## src/sv/cbt_pkg.sv

```systemverilog
// Shared types and constants for the CSV byte tokenizer.
`default_nettype none
package cbt_pkg;

	// Limit on fields in one row and the counter width it needs
	localparam int MAX_FIELDS = 1024;
	localparam int FIELD_W    = $clog2(MAX_FIELDS + 1);
	localparam int LINE_W     = 24;

	// Special characters
	localparam logic [7:0] CH_COMMA   = 8'h2C;
	localparam logic [7:0] CH_NEWLINE = 8'h0A;
	localparam logic [7:0] CH_QUOTE   = 8'h22;

	// Kind of input beat
	localparam logic KIND_TEXT = 1'b0;
	localparam logic KIND_EOF  = 1'b1;

	// Status codes
	typedef enum logic [2:0] {
		ST_OK              = 3'd0,
		ST_QUOTE_UNQUOTED  = 3'd1,
		ST_BAD_AFTER_QUOTE = 3'd2,
		ST_EMPTY_LINE      = 3'd3,
		ST_TOO_MANY        = 3'd4,
		ST_TOO_FEW         = 3'd5,
		ST_EOF_IN_QUOTE    = 3'd6,
		ST_COMPLETE        = 3'd7
	} status_t;

	// Input beat
	typedef struct packed {
		logic       kind;
		logic [7:0] in_byte;
	} in_item_t;

	// Result beat
	typedef struct packed {
		logic [7:0]        out_byte;
		logic              byte_valid;
		logic              field_done;
		logic              row_done;
		logic [LINE_W-1:0] line_number;
		logic [2:0]        status;
	} out_item_t;

endpackage
`default_nettype wire

```

## src/sv/cbt_ifs.sv

```systemverilog
// Valid/ready channel interfaces for tokenizer input and result beats.
`default_nettype none
interface cbt_in_if;
	import cbt_pkg::*;
	logic     valid;
	logic     ready;
	in_item_t data;
	modport source(output valid, output data, input ready);
	modport sink(input valid, input data, output ready);
endinterface

interface cbt_out_if;
	import cbt_pkg::*;
	logic      valid;
	logic      ready;
	out_item_t data;
	modport source(output valid, output data, input ready);
	modport sink(input valid, input data, output ready);
endinterface
`default_nettype wire

```

## src/sv/csv_byte_tokenizer.sv

```systemverilog
// CSV byte tokenizer: each input beat passes the input register, then parse logic
// into the result register, which holds the result beat.
// Throughput: one byte per cycle while the receiver does not stall the result register.
// A new beat is taken while a result waits, as long as the input register is free.
// Reset (arst_n low, asynchronous) returns to line start with all counts and
// the status cleared; no beat is lost or invented across stalls.
`default_nettype none
module csv_byte_tokenizer (
	input  wire logic clk,
	input  wire logic arst_n,
	cbt_in_if.sink    text,
	cbt_out_if.source tokens
);
	import cbt_pkg::*;

	typedef enum logic [4:0] {
		PH_LINE_START = 5'b00001,
		PH_FIELD_END  = 5'b00010,
		PH_PLAIN      = 5'b00100,
		PH_QUOTED     = 5'b01000,
		PH_QUOTE_SEEN = 5'b10000
	} phase_t;

	// Pipeline and state registers
	logic                valid_s1;
	in_item_t            item_s1;
	logic                out_valid_q;
	out_item_t           out_q;
	phase_t              phase_q;
	logic [FIELD_W-1:0]  fields_q;
	logic [FIELD_W-1:0]  expected_q;
	logic                spans_q;
	logic [LINE_W-1:0]   lines_q;
	status_t             status_q;

	// Next-state values
	phase_t              phase_n;
	logic [FIELD_W-1:0]  fields_n;
	logic [FIELD_W-1:0]  expected_n;
	logic                spans_n;
	logic [LINE_W-1:0]   lines_n;
	status_t             status_n;
	out_item_t           res;

	logic stall;
	logic advance;

	// Events decoded from the current byte
	logic               is_q;
	logic               is_c;
	logic               is_n;
	logic               at_start;
	logic               do_content;
	logic               do_close;
	logic               do_end;
	logic [FIELD_W-1:0] count_end;

	// Handshake: hold the input stage while the result register is blocked
	assign stall       = out_valid_q && !tokens.ready;
	assign advance     = valid_s1 && !stall;
	assign text.ready  = !valid_s1 || !stall;
	assign tokens.valid = out_valid_q;
	assign tokens.data  = out_q;

	assign is_q     = (item_s1.in_byte == CH_QUOTE);
	assign is_c     = (item_s1.in_byte == CH_COMMA);
	assign is_n     = (item_s1.in_byte == CH_NEWLINE);
	assign at_start = (phase_q == PH_LINE_START);

	// Parse one byte against the current state
	always_comb begin
		phase_n    = phase_q;
		fields_n   = fields_q;
		expected_n = expected_q;
		spans_n    = spans_q;
		lines_n    = lines_q;
		status_n   = status_q;
		do_content = 1'b0;
		do_close   = 1'b0;
		do_end     = 1'b0;
		count_end  = expected_q;
		res        = '0;

		if (status_q == ST_OK) begin
			if (item_s1.kind == KIND_EOF) begin
				if (spans_q && !at_start) begin
					status_n = ST_EOF_IN_QUOTE;
				end else begin
					status_n = ST_COMPLETE;
				end
			end else begin
				// Start a new line: count it and clear the row state
				if (at_start) begin
					if (lines_q != {LINE_W{1'b1}}) begin
						lines_n = lines_q + LINE_W'(1);
					end
					fields_n = '0;
					spans_n  = 1'b0;
				end

				unique case (phase_q)
					PH_LINE_START, PH_FIELD_END: begin
						if (is_q) begin
							phase_n = PH_QUOTED;
						end else if (is_c) begin
							do_close = 1'b1;
						end else if (is_n) begin
							if (at_start) begin
								status_n = ST_EMPTY_LINE;
							end else begin
								do_close = 1'b1;
								do_end   = 1'b1;
							end
						end else begin
							do_content = 1'b1;
							phase_n    = PH_PLAIN;
						end
					end
					PH_PLAIN: begin
						if (is_c) begin
							do_close = 1'b1;
						end else if (is_n) begin
							do_close = 1'b1;
							do_end   = 1'b1;
						end else if (is_q) begin
							status_n = ST_QUOTE_UNQUOTED;
						end else begin
							do_content = 1'b1;
						end
					end
					PH_QUOTED: begin
						if (is_q) begin
							phase_n = PH_QUOTE_SEEN;
						end else begin
							if (is_n) begin
								spans_n = 1'b1;
							end
							do_content = 1'b1;
						end
					end
					PH_QUOTE_SEEN: begin
						if (is_q) begin
							do_content = 1'b1;
							phase_n    = PH_QUOTED;
						end else if (is_c) begin
							do_close = 1'b1;
						end else if (is_n) begin
							do_close = 1'b1;
							do_end   = 1'b1;
						end else begin
							status_n = ST_BAD_AFTER_QUOTE;
						end
					end
					default: begin
						phase_n = PH_LINE_START;
					end
				endcase

				if (do_content) begin
					res.out_byte   = item_s1.in_byte;
					res.byte_valid = 1'b1;
				end

				// Close the field, guarding the row limit
				if (do_close) begin
					if (fields_n >= FIELD_W'(MAX_FIELDS)) begin
						status_n = ST_TOO_MANY;
					end else begin
						fields_n       = fields_n + FIELD_W'(1);
						res.field_done = 1'b1;
						phase_n        = PH_FIELD_END;
						// End the line: first line fixes the expected count
						if (do_end) begin
							if (expected_q == '0) begin
								count_end  = fields_n;
								expected_n = fields_n;
							end
							if (fields_n > count_end) begin
								status_n = ST_TOO_MANY;
							end else if (fields_n < count_end) begin
								status_n = ST_TOO_FEW;
							end else begin
								res.row_done = 1'b1;
								phase_n      = PH_LINE_START;
								fields_n     = '0;
								spans_n      = 1'b0;
							end
						end
					end
				end

				// Drop all marks on the byte that raises an error
				if (status_n != ST_OK) begin
					res.out_byte   = '0;
					res.byte_valid = 1'b0;
					res.field_done = 1'b0;
					res.row_done   = 1'b0;
				end
			end
		end

		res.line_number = lines_n;
		res.status      = status_n;
	end

	// Input register
	always_ff @(posedge clk or negedge arst_n) begin
		if (!arst_n) begin
			valid_s1 <= 1'b0;
		end else if (text.ready) begin
			valid_s1 <= text.valid;
		end
	end

	always_ff @(posedge clk) begin
		if (text.ready && text.valid) begin
			item_s1 <= text.data;
		end
	end

	// Result register
	always_ff @(posedge clk or negedge arst_n) begin
		if (!arst_n) begin
			out_valid_q <= 1'b0;
		end else if (!stall) begin
			out_valid_q <= valid_s1;
		end
	end

	always_ff @(posedge clk) begin
		if (advance) begin
			out_q <= res;
		end
	end

	// Parser state: advance once per processed beat
	always_ff @(posedge clk or negedge arst_n) begin
		if (!arst_n) begin
			phase_q    <= PH_LINE_START;
			fields_q   <= '0;
			expected_q <= '0;
			spans_q    <= 1'b0;
			lines_q    <= '0;
			status_q   <= ST_OK;
		end else if (advance) begin
			phase_q    <= phase_n;
			fields_q   <= fields_n;
			expected_q <= expected_n;
			spans_q    <= spans_n;
			lines_q    <= lines_n;
			status_q   <= status_n;
		end
	end

endmodule
`default_nettype wire

```

## src/flat_wrapper.sv

```systemverilog
// flat-port wrapper written by rule: the top's interface ports become plain ports
module csv_byte_tokenizer_flat import cbt_pkg::*;
  (clk, arst_n, text_valid, text_data, text_ready, tokens_valid, tokens_data, tokens_ready);
  cbt_in_if text_i ();
  cbt_out_if tokens_i ();
  input  wire logic clk;
  input  wire logic arst_n;
  input wire logic [$bits(text_i.valid)-1:0] text_valid;
  input wire logic [$bits(text_i.data)-1:0] text_data;
  output wire logic [$bits(text_i.ready)-1:0] text_ready;
  output wire logic [$bits(tokens_i.valid)-1:0] tokens_valid;
  output wire logic [$bits(tokens_i.data)-1:0] tokens_data;
  input wire logic [$bits(tokens_i.ready)-1:0] tokens_ready;
  assign text_i.valid = text_valid;
  assign text_i.data = text_data;
  assign text_ready = text_i.ready;
  assign tokens_valid = tokens_i.valid;
  assign tokens_data = tokens_i.data;
  assign tokens_i.ready = tokens_ready;
  csv_byte_tokenizer u_core (.clk(clk), .arst_n(arst_n), .text(text_i), .tokens(tokens_i));
endmodule
```

## config.mk

```make
export PLATFORM = sky130hd
export DESIGN_NAME = csv_byte_tokenizer_flat
export DESIGN_NICKNAME = d
export VERILOG_FILES = /design/src/sv/cbt_pkg.sv /design/src/sv/cbt_ifs.sv /design/src/sv/csv_byte_tokenizer.sv /design/src/flat_wrapper.sv
export SDC_FILE = /design/constraint.sdc
export NUM_CORES = 1
export LEC_CHECK = 0
export ABC_CLOCK_PERIOD_IN_PS = 7460
export BUFFER_PORTS_ARGS = -buffer_cell sky130_fd_sc_hd__buf_2
export CAP_MARGIN = 30
export CELL_PAD_IN_SITES_DETAIL_PLACEMENT = 1
export CELL_PAD_IN_SITES_GLOBAL_PLACEMENT = 2
export CORE_MARGIN = 4
export CORE_UTILIZATION = 42
export DETAILED_ROUTE_END_ITERATION = 6
export PLACE_DENSITY = 0.82
export SLEW_MARGIN = 10
export SYNTH_ARGS = -nofsm -noshare
export SYNTH_HDL_FRONTEND = slang
export SYNTH_SLANG_ARGS = --single-unit
```

## constraint.sdc

```tcl
create_clock -name clk -period 7.46 [get_ports clk]
set_input_delay 1.119 -clock clk [delete_from_list [all_inputs] [get_ports clk]]
set_output_delay 1.119 -clock clk [all_outputs]
set_load 0.01 [all_outputs]
```

**Word level (Yosys, flattened, before mapping)**

Cells that the tools add are included.

- Output and inout port bits: 40
- Input bits: 13
- Word-level logic and storage cells: 146
- Register bits: 104

- Bitwise logic cells: 6
- Mux-type cells: 91
- Order comparisons: 3
- Reduce and logical (&&, ||, !) cells: 19
- Add/sub/neg operators: 2
- Equal/unequal tests: 9

Operators by type and width:

| kind | number |
|---|---|
| $mux W11 | 14 |
| $mux W24 | 4 |
| $mux W3 | 19 |
| $mux W5 | 9 |
| $mux W1 | 38 |
| $add A24 B1 Y24 const B | 1 |
| $ne A24 B24 Y1 const B | 1 |
| $pmux W5 S4 | 1 |
| $eq A8 B6 Y1 const B | 2 |
| $add A11 B1 Y11 const B | 1 |
| $ge A11 B11 Y1 const B | 1 |
| $gt A11 B11 Y1 | 1 |
| $logic_not A11 Y1 | 1 |
| $lt A11 B11 Y1 | 1 |
| $pmux W3 S3 | 1 |
| $eq A8 B4 Y1 const B | 1 |
| $reduce_or A4 Y1 | 2 |
| $reduce_or A7 Y1 | 1 |
| $not A1 Y1 | 6 |
| $pmux W1 S3 | 2 |
| $reduce_and A6 Y1 | 1 |
| $eq A5 B1 Y1 const B | 1 |
| $eq A5 B2 Y1 const B | 1 |
| $eq A5 B3 Y1 const B | 1 |
| 12 further kinds | 19 |

**Logic depth before layout (Yosys ltp)**

Gate-level depths: netlist (run 1).

- Word-level depth: 23
- Gate-level depth with buffers: 15
- Mapped depth without buffers: 13

**Worst setup path after synthesis (run 1)**

No wires, ideal clock.

- Path type: register to register
- From: register u_core.phase_q[0]
- To: register u_core.out_q (netlist bit u_core.tokens.data[30]), data pin
- Data arrival time: 3.407 ns
- Data required time: 7.205 ns
- Library setup time: 0.255 ns
- Buffers on the path: 3
- Path slack: 3.798 ns
- Stages on the path, launching flop included: 16
- Clock period less this slack: 3.662 ns
- Cells stage by stage: dfstp_2 -> buf_4 -> nor4b_4 -> and2b_1 -> buf_4 -> clkbuf_1 -> nor2_1 -> a21oi_1 -> ha_1 -> o21ai_0 -> a21oi_1 -> o41a_1 -> or2_2 -> a31oi_1 -> nor4_4 -> and2_1

- Word-level cells in the longest chain between the ends: 21
- Elaborated cells on any way between the ends: 49
- Those cells by class: add/sub: 1; order compare: 3; eq/ne: 5; mux: 36; bitwise: 1; reduce/logical: 3

RTL lines:

| item | RTL line | source |
|---|---|---|
| start: declaration | csv_byte_tokenizer.sv:29 | `phase_t phase_q;` |
| start signal: assignment | csv_byte_tokenizer.sv:246 | `phase_q <= phase_n;` |
| $eq A5 B1 Y1 | csv_byte_tokenizer.sv:68, csv_byte_tokenizer.sv:101 |  |
| $mux W11 | csv_byte_tokenizer.sv:93 | `if (at_start) begin` |
| $mux W11 | csv_byte_tokenizer.sv:85 | `if (item_s1.kind == KIND_EOF) begin` |
| $mux W11 | csv_byte_tokenizer.sv:84 | `if (status_q == ST_OK) begin` |
| $add A11 B1 Y11 | csv_byte_tokenizer.sv:169 | `fields_n = fields_n + FIELD_W'(1);` |
| $mux W11 | n/a |  |
| $mux W11 | csv_byte_tokenizer.sv:173 | `if (do_end) begin` |
| $mux W11 | csv_byte_tokenizer.sv:166 | `if (fields_n >= FIELD_W'(MAX_FIELDS)) begin` |
| [... 5 more ...] | n/a |  |
| $mux W3 | csv_byte_tokenizer.sv:178 | `if (fields_n > count_end) begin` |
| $mux W3 | csv_byte_tokenizer.sv:173 |  |
| $mux W3 | csv_byte_tokenizer.sv:166 |  |
| $mux W3 | csv_byte_tokenizer.sv:165 | `if (do_close) begin` |
| $mux W3 | csv_byte_tokenizer.sv:85 |  |
| $mux W3 | csv_byte_tokenizer.sv:84 |  |
| $reduce_bool A3 Y1 | csv_byte_tokenizer.sv:193 | `if (status_n != ST_OK) begin` |
| $reduce_or A4 Y1 (no line) (*) | n/a |  |
| end signal: assignment | csv_byte_tokenizer.sv:232 | `out_q <= res;` |
| end: declaration | csv_byte_tokenizer.sv:28 | `out_item_t out_q;` |

Mark *: on every way between the ends. The rest lies on a longest branch, timed or not. The select of a mux whose other input is x is not followed.
A chain may end at the register's enable or synchronous reset.

**Worst setup path after layout (run 1)**

- From: register u_core.phase_q[1]
- To: register u_core.out_q (netlist bit u_core.tokens.data[34]), data pin

Same word-level chain as after synthesis.

==> results of run 1 <==
worst register-to-register path: stages (launching register included):
cell and delay, ns:
sky130_fd_sc_hd__dfrtp_1 0.53, sky130_fd_sc_hd__nor4b_4 0.35, sky130_fd_sc_hd__and2b_1 0.58, sky130_fd_sc_hd__nor2_1 0.22
sky130_fd_sc_hd__a21oi_1 0.19, sky130_fd_sc_hd__ha_1 0.26, sky130_fd_sc_hd__o21ai_0 0.16, sky130_fd_sc_hd__a21oi_1 0.06
sky130_fd_sc_hd__o41a_1 0.38, sky130_fd_sc_hd__or2_2 0.35, sky130_fd_sc_hd__a31oi_1 0.52, sky130_fd_sc_hd__nor4_4 0.15
sky130_fd_sc_hd__and2_1 0.20
layout make-up:
type / instances / area [µm²] / area share, %
clock buffer: 9 / 225 / 3.66
tap: 172 / 215 / 3.50
sequential: 104 / 2840 / 46.2
inverter: 9 / 33.8 / 0.550
multi-input combinational: 381 / 2520 / 41.0
clock inverter: 7 / 37.5 / 0.611
timing repair buffer: 54 / 275 / 4.48
worst max path at each step:
| stage | end | from | depth (start not counted) |
|---|---|---|---|
| 2_1_floorplan | u_core.tokens.data[30] | u_core.phase_q[0] | 15 |
| 3_5_place_dp | u_core.tokens.data[27] | u_core.phase_q[2] | 13 |
| 3_3_place_gp | u_core.tokens.data[27] | u_core.phase_q[2] | 13 |
| 4_1_cts | u_core.tokens.data[34] | u_core.phase_q[0] | 12 |
| 5_1_grt | u_core.tokens.data[34] | u_core.phase_q[1] | 12 |
| 6_report | u_core.tokens.data[34] | u_core.phase_q[1] | 12 |
per-stage QoR:
stage | utilization [%] | power (mW)
detailed placement | 46.3 | 0.979
floorplan | - | 0.894
global placement | 46.3 | 0.970
CTS | 48.3 | 1.42
finish | 48.3 | 1.41
global route | 48.3 | 1.48
cells by family after synthesis:
group | share of synthesized area [%]
XOR/XNOR | 9.06
multiplexers | 0.568
adder cells (fa/ha/maj) | 2.50
buffers and inverters | 2.72
AND/OR/NAND/NOR | 20.8
AO/OA/AOI/OAI | 12.9
flip-flops | 51.5
sequential cells by signal, summed over array words and instances (netlist names):
register / cells
u_core.expected_q: 11
u_core.lines_q: 24
u_core.phase_q: 5
u_core.fields_q: 11
u_core.spans_q: 1
u_core.item_s1: 9
u_core.tokens.valid: 1
u_core.tokens.data: 38
u_core.valid_s1: 1
u_core.status_q: 3
power by group:
group / internal (mW) / switching [mW] / total, mW
logic: 0.110 / 0.177 / 0.287
registers: 0.639 / 0.0414 / 0.681
clock network: 0.223 / 0.218 / 0.441
total: 0.972 / 0.436 / 1.41
metal layers:
layer / wire (µm) / global-route usage [%] / vias to the layer above
met2: 6360 / 32.1 / 60
met1: 6220 / 25.3 / 2039
met3: 389 / 3.55 / 12
li1: - / - / 1960
met5: 0 / 0 / -
met4: 187 / 6.09 / 0
layout by cell type (no fill, tap or decap), drive strengths merged, types with 3 or more instances in the layout:
cell,instances
dfrtp,56
buf,54
nand2,49
nor2,49
edfxtp,47
xor2,31
xnor2,26
o21ai,22
nand3,21
nor3,20
a21oi,19
and2,15
ha,11
a21o,10
nand4,10
nor4,10
clkbuf,9
inv,9
nand2b,7
a22o,7
and3,6
or3,6
clkinv,6
a31o,5
nor2b,4
o31ai,4
and4,3
nor3b,3
a31oi,3
a32o,3
==> summary.md, run 1 <==
The tool flagged a number of max-cap violations equal to 0. Of all cell types, the one taking the most synthesized area is sky130_fd_sc_hd__edfxtp_1. Endpoint class of the critical path: a flop.

The worst path needs 4.17 ns of the cycle, external delays included. In this run the horizontal extent of the chip is 123 µm. After detailed routing, the number of remaining DRC violations is 0. Measured against its own limit, the worst slew margin works out to 47.4%.

The critical path start-end classification was reg -> reg. Hold is met by 0.488 ns. Power spread over the standard cell area amounts to 229 mW/mm².

Most frequent cell on the critical path: sky130_fd_sc_hd__a21oi_1. The final weighted congestion in routability-driven placement is 0.831. The final route contains 4071 vias. The sum of negative setup slack was 0 ns; the share of async-settable or async-resettable flops after synthesis was 54.8%.

The final antenna-violating net count is 0. The path class of the tightest hold or removal check is reg -> reg. In the post-synthesis netlist, the cell with the most instances is sky130_fd_sc_hd__dfrtp_1.

TritonCTS built the clock tree. The run gives 541 as the net count of the mapped netlist. The slowest stage of the critical path is the sky130_fd_sc_hd__and2b_1 cell. The overall overflow remaining after global route was 0. The iteration count of the initial detailed-routing pass is 4.

The primary flip-flop cell chosen by synthesis mapping is sky130_fd_sc_hd__dfrtp_1. The leakage component of the power was 2.56 nW; the transition time at the pin with the least slew margin was 0.789 ns. No sink is reached through more buffers than the 2 on the longest clock path.

The area overhead of the layout relative to synthesis is 11.6%, and the number of buffer and inverter stages on the critical path is 0. The number of buffers added on ports was 52; the effective utilization at floorplan was 43.3%. Yosys mapped the design onto 69 distinct sky130hd cell types.

The overall track demand over capacity in global routing is 19.2%. Ranked by instance count, the synthesized netlist is headed by 56 x sky130_fd_sc_hd__dfrtp_1, 49 x sky130_fd_sc_hd__nand2_1, 49 x sky130_fd_sc_hd__nor2_1, 47 x sky130_fd_sc_hd__edfxtp_1, 31 x sky130_fd_sc_hd__xor2_1. Sequential cells were found to cover 51.5% of the synthesized design area.

Dividing the synthesized area by the synthesized cell count gives 10.7 µm². The number of hold violations in the final report came out at 0. The critical path data arrival time is 4.29 ns, and the instance area at placement is 0.00588 mm².

The number of synthesized register bits is 104. The largest net degree at the start of global routing came out at 58. The signal on the critical path passes through nor4b_4, and2b_1, nor2_1, a21oi_1, ha_1, o21ai_0, a21oi_1, o41a_1, or2_2, a31oi_1, nor4_4, and2_1. At the placement stage, the worst setup path has a slack of 3.31 ns. In this run, the number of DRC markers left after iteration 0 of detailed routing was 158. Largest stage delay on the critical path: 0.58 ns.

Summing every instance area after synthesis gives 0.00551 mm². Detailed placement finished with a half-perimeter wire length of 9460 µm. The die span in y is 123 µm. The kind of cell adding the most delay to the critical path was simple AND/OR/NAND/NOR gates.

The worst register-to-register path ends at u_core.tokens.data[34]. TritonCTS created 9 clock buffers. The post-route netlist has 16.5% of its cells at a drive strength greater than 1.

0 antenna diodes ended up in the layout. The logs give 41 for the number of placement rows and 22300 µm for the wire length of the first global-routing pass. The minimum setup slack among reg-to-reg paths was 3.29 ns; the number of vias per cell after detailed routing was 5.53.

The final layout contains 583 nets. The count of final setup violators is 0, and the max-slew violation count is 0. For hold timing, the worst endpoint is u_core.expected_q[1]. The Yosys step of the flow raised 0 warnings.

The number of sinks on the clock net was 104; the number of placed cells counting well taps was 720. The die covers 0.0150 mm². Number of gates resized after cts: 0. Dividing the detail-routed wire length by the instance count gives 17.9 µm.

Ranked by total cell area, the synthesized netlist is headed by sky130_fd_sc_hd__edfxtp_1 26%, sky130_fd_sc_hd__dfrtp_1 25%, sky130_fd_sc_hd__xor2_1 4.9%, sky130_fd_sc_hd__xnor2_1 4.1%, sky130_fd_sc_hd__nand2_1 3.3%. Root buffer selected by CTS: sky130_fd_sc_hd__clkbuf_16. For the fmax, the log shows 240 MHz. STA classifies the critical path startpoint as a flop.

Post-CTS timing repair inserted 0 buffers for setup. Setup repair after global routing left no endpoint under its margin. Number of cells on the worst reg-to-reg path: 12. Of the post-synthesis cell area, the dominant cell type holds 25.6%. The data required time at the worst endpoint came out at 7.57 ns. Along the worst path, the maximum fanout reaches 17. The finished layout holds 736 standard cells, fillers aside. The tools report the number of standard cells after synthesis as 517. Across the VDD grid, the largest voltage drop is 0.156 mV.

In this run the most critical hold path is launched from u_core.expected_q[1]. Summing all non-filler instances in the final layout gives an area of 0.00615 mm². The run gives 1437 as the number of filler instances in the final layout.

The tools report the final worst clock skew as 0.00693 ns. The number of antenna violations at the first check in global routing is 0, and the part of the cycle the worst path needs is 55.9%. The clock-pin slew on the worst setup and hold paths was 0.07 ns. The flow ran to the end, and the final reports show no timing, DRC or antenna violations. The worst path meets setup with 3.29 ns of slack.

The count of cells along the worst hold path is 1. The top-level I/O count was 53; the hold buffer count at cts was 0. The via count of the first global-routing pass was 4242; the number of enable flip-flop cells after synthesis was 47. For the latest clock arrival within the worst-skew pair, the log shows 0.36 ns. The run gives 13200 µm as the wire length reported by the detailed router. The run gives 3 as the CTS H-tree depth. Startpoint of the lowest-slack register-to-register path: u_core.phase_q[1].

The region available for standard cell placement spans 0.0127 mm².
No activity file was read; power rests on OpenSTA's default activity.
==> run 2: changes to the inputs <==
--- a/config.mk
+++ b/config.mk
@@ -5,15 +5,15 @@
 export SDC_FILE = /design/constraint.sdc
 export NUM_CORES = 1
 export LEC_CHECK = 0
-export ABC_CLOCK_PERIOD_IN_PS = 7460
+export ABC_CLOCK_PERIOD_IN_PS = 4350
 export BUFFER_PORTS_ARGS = -buffer_cell sky130_fd_sc_hd__buf_2
 export CAP_MARGIN = 30
 export CELL_PAD_IN_SITES_DETAIL_PLACEMENT = 1
 export CELL_PAD_IN_SITES_GLOBAL_PLACEMENT = 2
 export CORE_MARGIN = 4
-export CORE_UTILIZATION = 42
+export CORE_UTILIZATION = 39
 export DETAILED_ROUTE_END_ITERATION = 6
-export PLACE_DENSITY = 0.82
+export PLACE_DENSITY = 0.77
 export SLEW_MARGIN = 10
 export SYNTH_ARGS = -nofsm -noshare
 export SYNTH_HDL_FRONTEND = slang
==> constraint.sdc (replaced) <==
create_clock -name clk -period 4.35 [get_ports clk]
set_input_delay 0.6525 -clock clk [delete_from_list [all_inputs] [get_ports clk]]
set_output_delay 0.6525 -clock clk [all_outputs]
set_load 0.01 [all_outputs]
==> run 2 against run 1 <==
  * Setup slack got worse by 2.9 ns
  * Sequential power increased by 70%
  * Via count fell by 1.8%
  * Critical endpoint is now u_core.tokens.data[27]
==> summary.md, run 2 (synthesis results as in run 1) <==
The tools report the final worst clock skew as 0.00757 ns (+0.000637 ns). The worst setup path is launched from a flop. The number of sinks on the clock net is 104 (unchanged), and the part of the cycle the worst path needs is 92.2% (+36 points).

Tracing the worst setup path back leads to its startpoint at u_core.fields_q[0]. The transition time at the pin with the least slew margin works out to 0.794 ns (+0.00485 ns). The number of hold violations in the final report came out at 0 (unchanged). The wire length reported by the detailed router is 13100 µm (-0.24%), and the switching power summed over all nets is 0.756 mW (+73%). The number of buffers between clock root and the deepest sink is 2 (unchanged), and the tightest slew margin relative to the limit is 47.1% (-0.32 points).

Walking the worst path, the cells encountered are nand4_2, nor2_1, nand4_1, nor2_1, xnor2_1, a21oi_1, ha_1, nand4_1, nor3_1, o2111a_2, a31oi_1, or3_1, nor4b_2. The tree is rooted in a sky130_fd_sc_hd__clkbuf_16. The run gives 58 (unchanged) as the largest net degree at the start of global routing.

The library cells used most frequently in the layout, excluding fill and tap cells, are 56 x sky130_fd_sc_hd__dfrtp_1, 52 x sky130_fd_sc_hd__buf_2, 49 x sky130_fd_sc_hd__nand2_1, 49 x sky130_fd_sc_hd__nor2_1, 47 x sky130_fd_sc_hd__edfxtp_1. Fmax: 249 MHz (+4.0%). In this run the critical register-to-register path is captured at u_core.tokens.data[27].

The clock buffer count from CTS was 9 (unchanged). The run gives 1.74 mW (+79%) as the internal power of the cells. Iteration count of the initial detailed-routing pass: 4 (unchanged).

The cell area power density was 402 mW/mm² (+76%); the number of buffers added on ports was 52 (unchanged). The count of antenna diodes in the layout was 0 (unchanged); the top-level I/O count was 53 (unchanged). The logs give 20.1% (-0.3 points) for the share of power burned in combinational logic and 4.53 ns (-3.04 ns) for the data required time at the worst endpoint. Setup repair after global routing left no endpoint under its margin.

The latest clock arrival within the worst-skew pair is 0.35 ns (about the same), and the critical-path maximum fanout is 10 (-7). The clock-pin slew on the worst setup and hold paths came out at 0.08 ns (about the same). The tools report the worst hold-check slack as 0.458 ns (-0.0303 ns). The cell with the largest stage delay on the worst path is sky130_fd_sc_hd__dfrtp_1. The minimum clock period was 4.01 ns (-0.161 ns); the minimum setup slack among reg-to-reg paths was 0.34 ns (-2.95 ns). The logs give 0 (unchanged) for the number of antenna violations at the first check in global routing and 0 (unchanged) for the post-CTS repair timing setup buffer count. For the HPWL after detailed placement, the log shows 9500 µm (+0.43%).

The clock group share of total power is 33.4% (+2.1 points). The post-layout net count came out at 585 (+0.34%). The area growth from synthesis to layout is 12.7%. TritonCTS built the clock tree. The number of cells on the worst reg-to-reg path was 13 (+1).

Die span in y: 127 µm (+3.5%). Following the worst setup path forward leads to its endpoint at u_core.tokens.data[27]. The overall overflow remaining after global route came out at 0 (unchanged). Endpoint class of the critical path: a flop. For the hold buffer count at cts, the log shows 0 (unchanged). The library cell used most frequently in the layout, excluding fill and tap cells, is sky130_fd_sc_hd__dfrtp_1. The number of flip-flops in the largest register came out at 38 (unchanged). The leakage component of the power is 2.58 nW (+1.0%). The startpoint of the lowest-slack register-to-register path was u_core.fields_q[0]. The setup path with the least slack is of type reg -> reg. The tools report the area enclosed by the die boundary as 0.0161 mm² (+7.2%).

The overall track demand over capacity in global routing came out at 17.2% (-2.0 points). The tools report the final weighted congestion in routability-driven placement as 0.856 (+3.0%). Proportion of layout cells with a drive suffix above 1: 17.3% (+0.83 points). The flow ran to the end, and the final reports show no timing, DRC or antenna violations. The detailed-route via count is 3999 (-1.8%), and the die width is 127 µm (+3.5%).

The number of vias per cell after detailed routing was 5.36 (-3.1%); the CTS H-tree depth was 3 (unchanged). The number of violations of the max-capacitance limit came out at 0 (unchanged). The floorplan core area is 0.0139 mm² (+9.1%), and the post-detailed-route wirelength per cell is 17.6 µm (-1.6%). Via count of the first global-routing pass: 4209 (-0.78%). The proportion of total power due to net switching is 30.3% (-0.71 points).

The remaining routing DRC violations was 0 (unchanged). The number of gates resized after cts is 0 (unchanged), and the number of placed cells counting well taps is 730 (+1.4%). The run gives 0 (unchanged) as the count of final setup violators.

The sum of negative setup slack is 0 ns (unchanged), and the critical path data arrival time is 4.20 ns (-0.09 ns). The tightest min-delay check is of the in -> async type. The effective utilization at floorplan is 39.7% (-3.6 points), and the number of placement rows is 43 (+4.9%). The logs give 246 (+56%) for the number of DRC markers in iteration 0 and 1560 (+8.6%) for the number of filler instances in the final layout. The logs give 22000 µm (-1.1%) for the wire length of the first global-routing pass and 746 (+1.4%) for the non-filler instance count after layout. The final antenna-violating net count is 0 (unchanged).

The worst ir drop on vdd is 0.237 mV (+53%), and the max-slew violation count is 0 (unchanged). The largest stage delay on the critical path was 0.56 ns (-0.02 ns); the share of total power in sequential cells was 46.5% (-1.8 points).
run 2: changes by cell type in the layout (fill, tap and decap cells not counted), sizes merged:
cell,delta
buf,+2
clkinv,-4
bufinv,+1
inv,+2
clkinvlp,+1
run 2: power by group through the flow:
stage	combinational (mW)	sequential [mW]	clock, mW
after floorplan	0.369	1.17	0
after global placement	0.496	1.18	0
after detailed placement	0.506	1.18	0
after CTS	0.509	1.16	0.864
after global routing	0.552	1.17	0.904
final	0.502	1.16	0.834
run 2: how the worst min path moves through the flow:
| stage | to | slack (ns) | depth (start not counted) |
|---|---|---|---|
| floorplan | u_core.expected_q[0] | 0.36 | 0 |
| detailed placement | u_core.expected_q[4] | 0.48 | 1 |
| global route | u_core.item_s1[3] | 0.45 | 1 |
| CTS | u_core.item_s1[2] | 0.46 | 1 |
| global placement | u_core.expected_q[1] | 0.46 | 1 |
| finish | u_core.lines_q[7] | 0.46 | 2 |
run 2: layer usage:
layer,share of wire [%],vias up,track usage [%],routed length [µm]
met5,0,-,0,0
met4,1.1,0,5.99,146
met3,2.6,10,2.44,336
met2,48,55,27.9,6320
met1,48,1974,23.6,6330
li1,-,1960,-,-
run 2: through the flow:
step	utilization, %	worst slack [ns]	power, mW	cell area (µm²)
after global routing	44.8	0.0317	2.63	6210
after CTS	44.8	0.316	2.54	6210
after detailed placement	42.6	0.357	1.69	5910
after global placement	42.6	0.555	1.68	5910
after floorplan	-	0.688	1.53	5510
final	44.8	0.338	2.50	6210
run 2: cell type report:
cell class,count,area [µm²],area share [%]
flip-flops and latches,104,2840,45.7
multi-input cells,381,2520,40.6
clock buffers,9,225,3.63
well taps,180,225,3.63
clock inverters,7,77.6,1.25
repair buffers,56,290,4.67
inverters,9,33.8,0.544
run 2: critical path, delay by kind of cell (launching register included):
kind	cells	cell delay (ns)
compound gates	3	0.65
xor+xnor	1	0.21
simple gates	8	2.09
fa+ha+maj	1	0.34
flops	1	0.56
==> run 3: changes to the inputs <==
--- a/config.mk
+++ b/config.mk
@@ -14,6 +14,7 @@
 export CORE_UTILIZATION = 39
 export DETAILED_ROUTE_END_ITERATION = 6
 export PLACE_DENSITY = 0.77
+export RECOVER_POWER = 50
 export SLEW_MARGIN = 10
 export SYNTH_ARGS = -nofsm -noshare
 export SYNTH_HDL_FRONTEND = slang
==> run 3 against run 2 <==
  * The run now ends with max-capacitance violations, max-slew violations left
  * Combinational power down 2%
  * Routed wire length up 0.43%
  * Utilization down 0.41 points
  * Clock-buffer cell count unchanged
  * Critical path depth unchanged
  * Global-route usage unchanged
  * Non-clock buffer count unchanged
  * Setup slack worse by 0.0072 ns
  * Clock power about the same
  * Via count down 0.13%
  * First-iteration DRC count down 4.1%
  * Highest routed layer unchanged
==> summary.md, run 3 (synthesis results as in run 1) <==
The run finished, with violations left. The final reports fail on max-capacitance violations, max-slew violations. The tightest slew margin relative to the limit is -122% (-170 points). The run gives 1 (+1) as the number of violations of the max-capacitance limit. The sum of negative setup slack was 0 ns (unchanged); the transition time at the pin with the least slew margin was 3.32 ns (+2.53 ns). The clock-pin slew on the worst setup and hold paths was 0.07 ns (about the same). The tools report the worst hold-check slack as 0.473 ns (+0.0146 ns). The post-CTS repair timing setup buffer count came out at 0 (unchanged). The effective utilization at floorplan was 39.7% (unchanged). The tools report the root buffer selected by CTS as sky130_fd_sc_hd__clkbuf_16.

The critical path data arrival time is 4.20 ns (about the same). The proportion of layout cells with a drive suffix above 1 came out at 9.72% (-7.6 points). The latest clock arrival within the worst-skew pair came out at 0.35 ns (about the same). The part of the cycle the worst path needs works out to 92.4% (+0.16 points). The remaining routing DRC violations was 0 (unchanged). The top-level I/O count is 53 (unchanged), and the via count of the first global-routing pass is 4209 (unchanged).

The highest routing layer actually used is met4. The HPWL after detailed placement is 9500 µm (unchanged). The minimum clock period is 4.02 ns (+0.00716 ns), and the number of antenna violations at the first check in global routing is 0 (unchanged). For the max-slew violation count, the log shows 58 (+58). The fmax is 249 MHz (-0.18%), and the total met2 wirelength after detailed routing is 6260 µm (-0.82%). The wire length reported by the detailed router is 13200 µm (+0.43%), and the detailed-route via count is 3994 (-0.13%).

The area enclosed by the die boundary is 0.0161 mm² (unchanged). The count of final setup violators is 0 (unchanged). The run gives 9 (unchanged) as the clock buffer count from CTS.

Most common library cell in the layout ignoring fill and taps: sky130_fd_sc_hd__dfrtp_1. For the count of antenna diodes in the layout, the log shows 0 (unchanged). Number of DRC markers in iteration 0: 236 (-4.1%).

The number of sinks on the clock net came out at 104 (unchanged). The tools report the largest net degree at the start of global routing as 58 (unchanged). Critical path start-end classification: reg -> reg. The logs give 585 (unchanged) for the post-layout net count and 2.46 nW (-4.9%) for the leakage component of the power.

The final weighted congestion in routability-driven placement is 0.856 (unchanged). The iteration count of the initial detailed-routing pass was 4 (unchanged); the die span in y was 127 µm (unchanged). For the wire length of the first global-routing pass, the log shows 22000 µm (unchanged). Critical-path maximum fanout: 10 (unchanged). The class of the worst hold path is in -> reg.

The number of buffers between clock root and the deepest sink was 2 (unchanged). The worst setup path is captured at a flop. Final antenna-violating net count: 0 (unchanged).

The post-detailed-route wirelength per cell works out to 17.7 µm (+0.43%). The library cells used most frequently in the layout, excluding fill and tap cells, are 56 x sky130_fd_sc_hd__dfrtp_1, 49 x sky130_fd_sc_hd__nand2_1, 49 x sky130_fd_sc_hd__nor2_1. The number of flip-flops in the largest register is 38 (unchanged), and the overall overflow remaining after global route is 0 (unchanged). The number of placement rows is 43 (unchanged). The worst ir drop on vdd was 0.237 mV (about the same); the number of hold violations in the final report was 0 (unchanged). Routed wire length on met3: 407 µm (+21%). Setup repair after global routing left no endpoint under its margin. Overall track demand over capacity in global routing: 17.2% (unchanged). TritonCTS built the clock tree. The CTS H-tree depth was 3 (unchanged); the number of buffers added on ports was 52 (unchanged). The final worst clock skew is 0.00779 ns (+0.000216 ns). The run gives 6320 µm (about the same) as the met1 routed wirelength after detailed routing. The die width came out at 127 µm (unchanged). The hold buffer count at cts was 0 (unchanged). The number of vias per cell after detailed routing works out to 5.35 (-0.13%).

The data required time at the worst endpoint came out at 4.53 ns (about the same). The launching element type of the critical path is a flop. Relative to the synthesized area, the layout overhead comes to 11.7%.

The number of gates resized after cts was 0 (unchanged). The floorplan core area was 0.0139 mm² (unchanged); the cell area power density was 405 mW/mm² (+0.69%).
## run 3: through the flow
step	instances	setup slack [ns]	cell area, µm²	power [mW]	util, %
after global routing	746	0.0317	6150	2.62	44.3
after CTS	746	0.316	6210	2.54	44.8
after global placement	730	0.555	5910	1.68	42.6
final	746	0.331	6150	2.49	44.3
after detailed placement	730	0.357	5910	1.69	42.6
after floorplan	517	0.688	5510	1.53	-
## run 3: final cells by class
cell class              count  area (µm²)
repair buffers             56         233
well taps                 180         225
flip-flops and latches    104        2840
clock inverters             7        77.6
inverters                   9        33.8
clock buffers               9         225
multi-input cells         381        2520
fillers                  1571        7730
## run 3: layer usage
layer	vias to the layer above	GRT usage, %
met5	-	0
met2	64	27.9
met4	0	5.99
met3	9	2.44
met1	1960	23.6
li1	1961	-
## run 3: critical path: stages, from the launching register on
cell and delay (ns):
sky130_fd_sc_hd__dfrtp_1 0.55, sky130_fd_sc_hd__nand4_2 0.17, sky130_fd_sc_hd__nor2_1 0.35, sky130_fd_sc_hd__nand4_1 0.22
sky130_fd_sc_hd__nor2_1 0.25, sky130_fd_sc_hd__xnor2_1 0.21, sky130_fd_sc_hd__a21oi_1 0.12, sky130_fd_sc_hd__ha_1 0.34
sky130_fd_sc_hd__nand4_1 0.13, sky130_fd_sc_hd__nor3_1 0.29, sky130_fd_sc_hd__o2111a_2 0.30, sky130_fd_sc_hd__a31oi_1 0.23
sky130_fd_sc_hd__or3_1 0.46, sky130_fd_sc_hd__nor4b_2 0.22
## run 3: worst paths after layout
path                                       from                      to  cells after the start  slack (ns)
hold / removal                     text_data[2]       u_core.item_s1[2]                      1        0.47
hold reg to reg            u_core.expected_q[0]    u_core.expected_q[0]                      1        0.49
setup reg to reg             u_core.fields_q[0]  u_core.tokens.data[27]                     13        0.33
min in group asynchronous                arst_n       u_core.lines_q[7]                      2        1.50
max in group asynchronous                arst_n    u_core.expected_q[0]                      2        0.96
setup / recovery             u_core.fields_q[0]  u_core.tokens.data[27]                     13        0.33
## run 3: report_power, final
group / switching, mW / internal [mW]
Clock: 0.383 / 0.452
Combinational: 0.307 / 0.187
Sequential: 0.0687 / 1.10
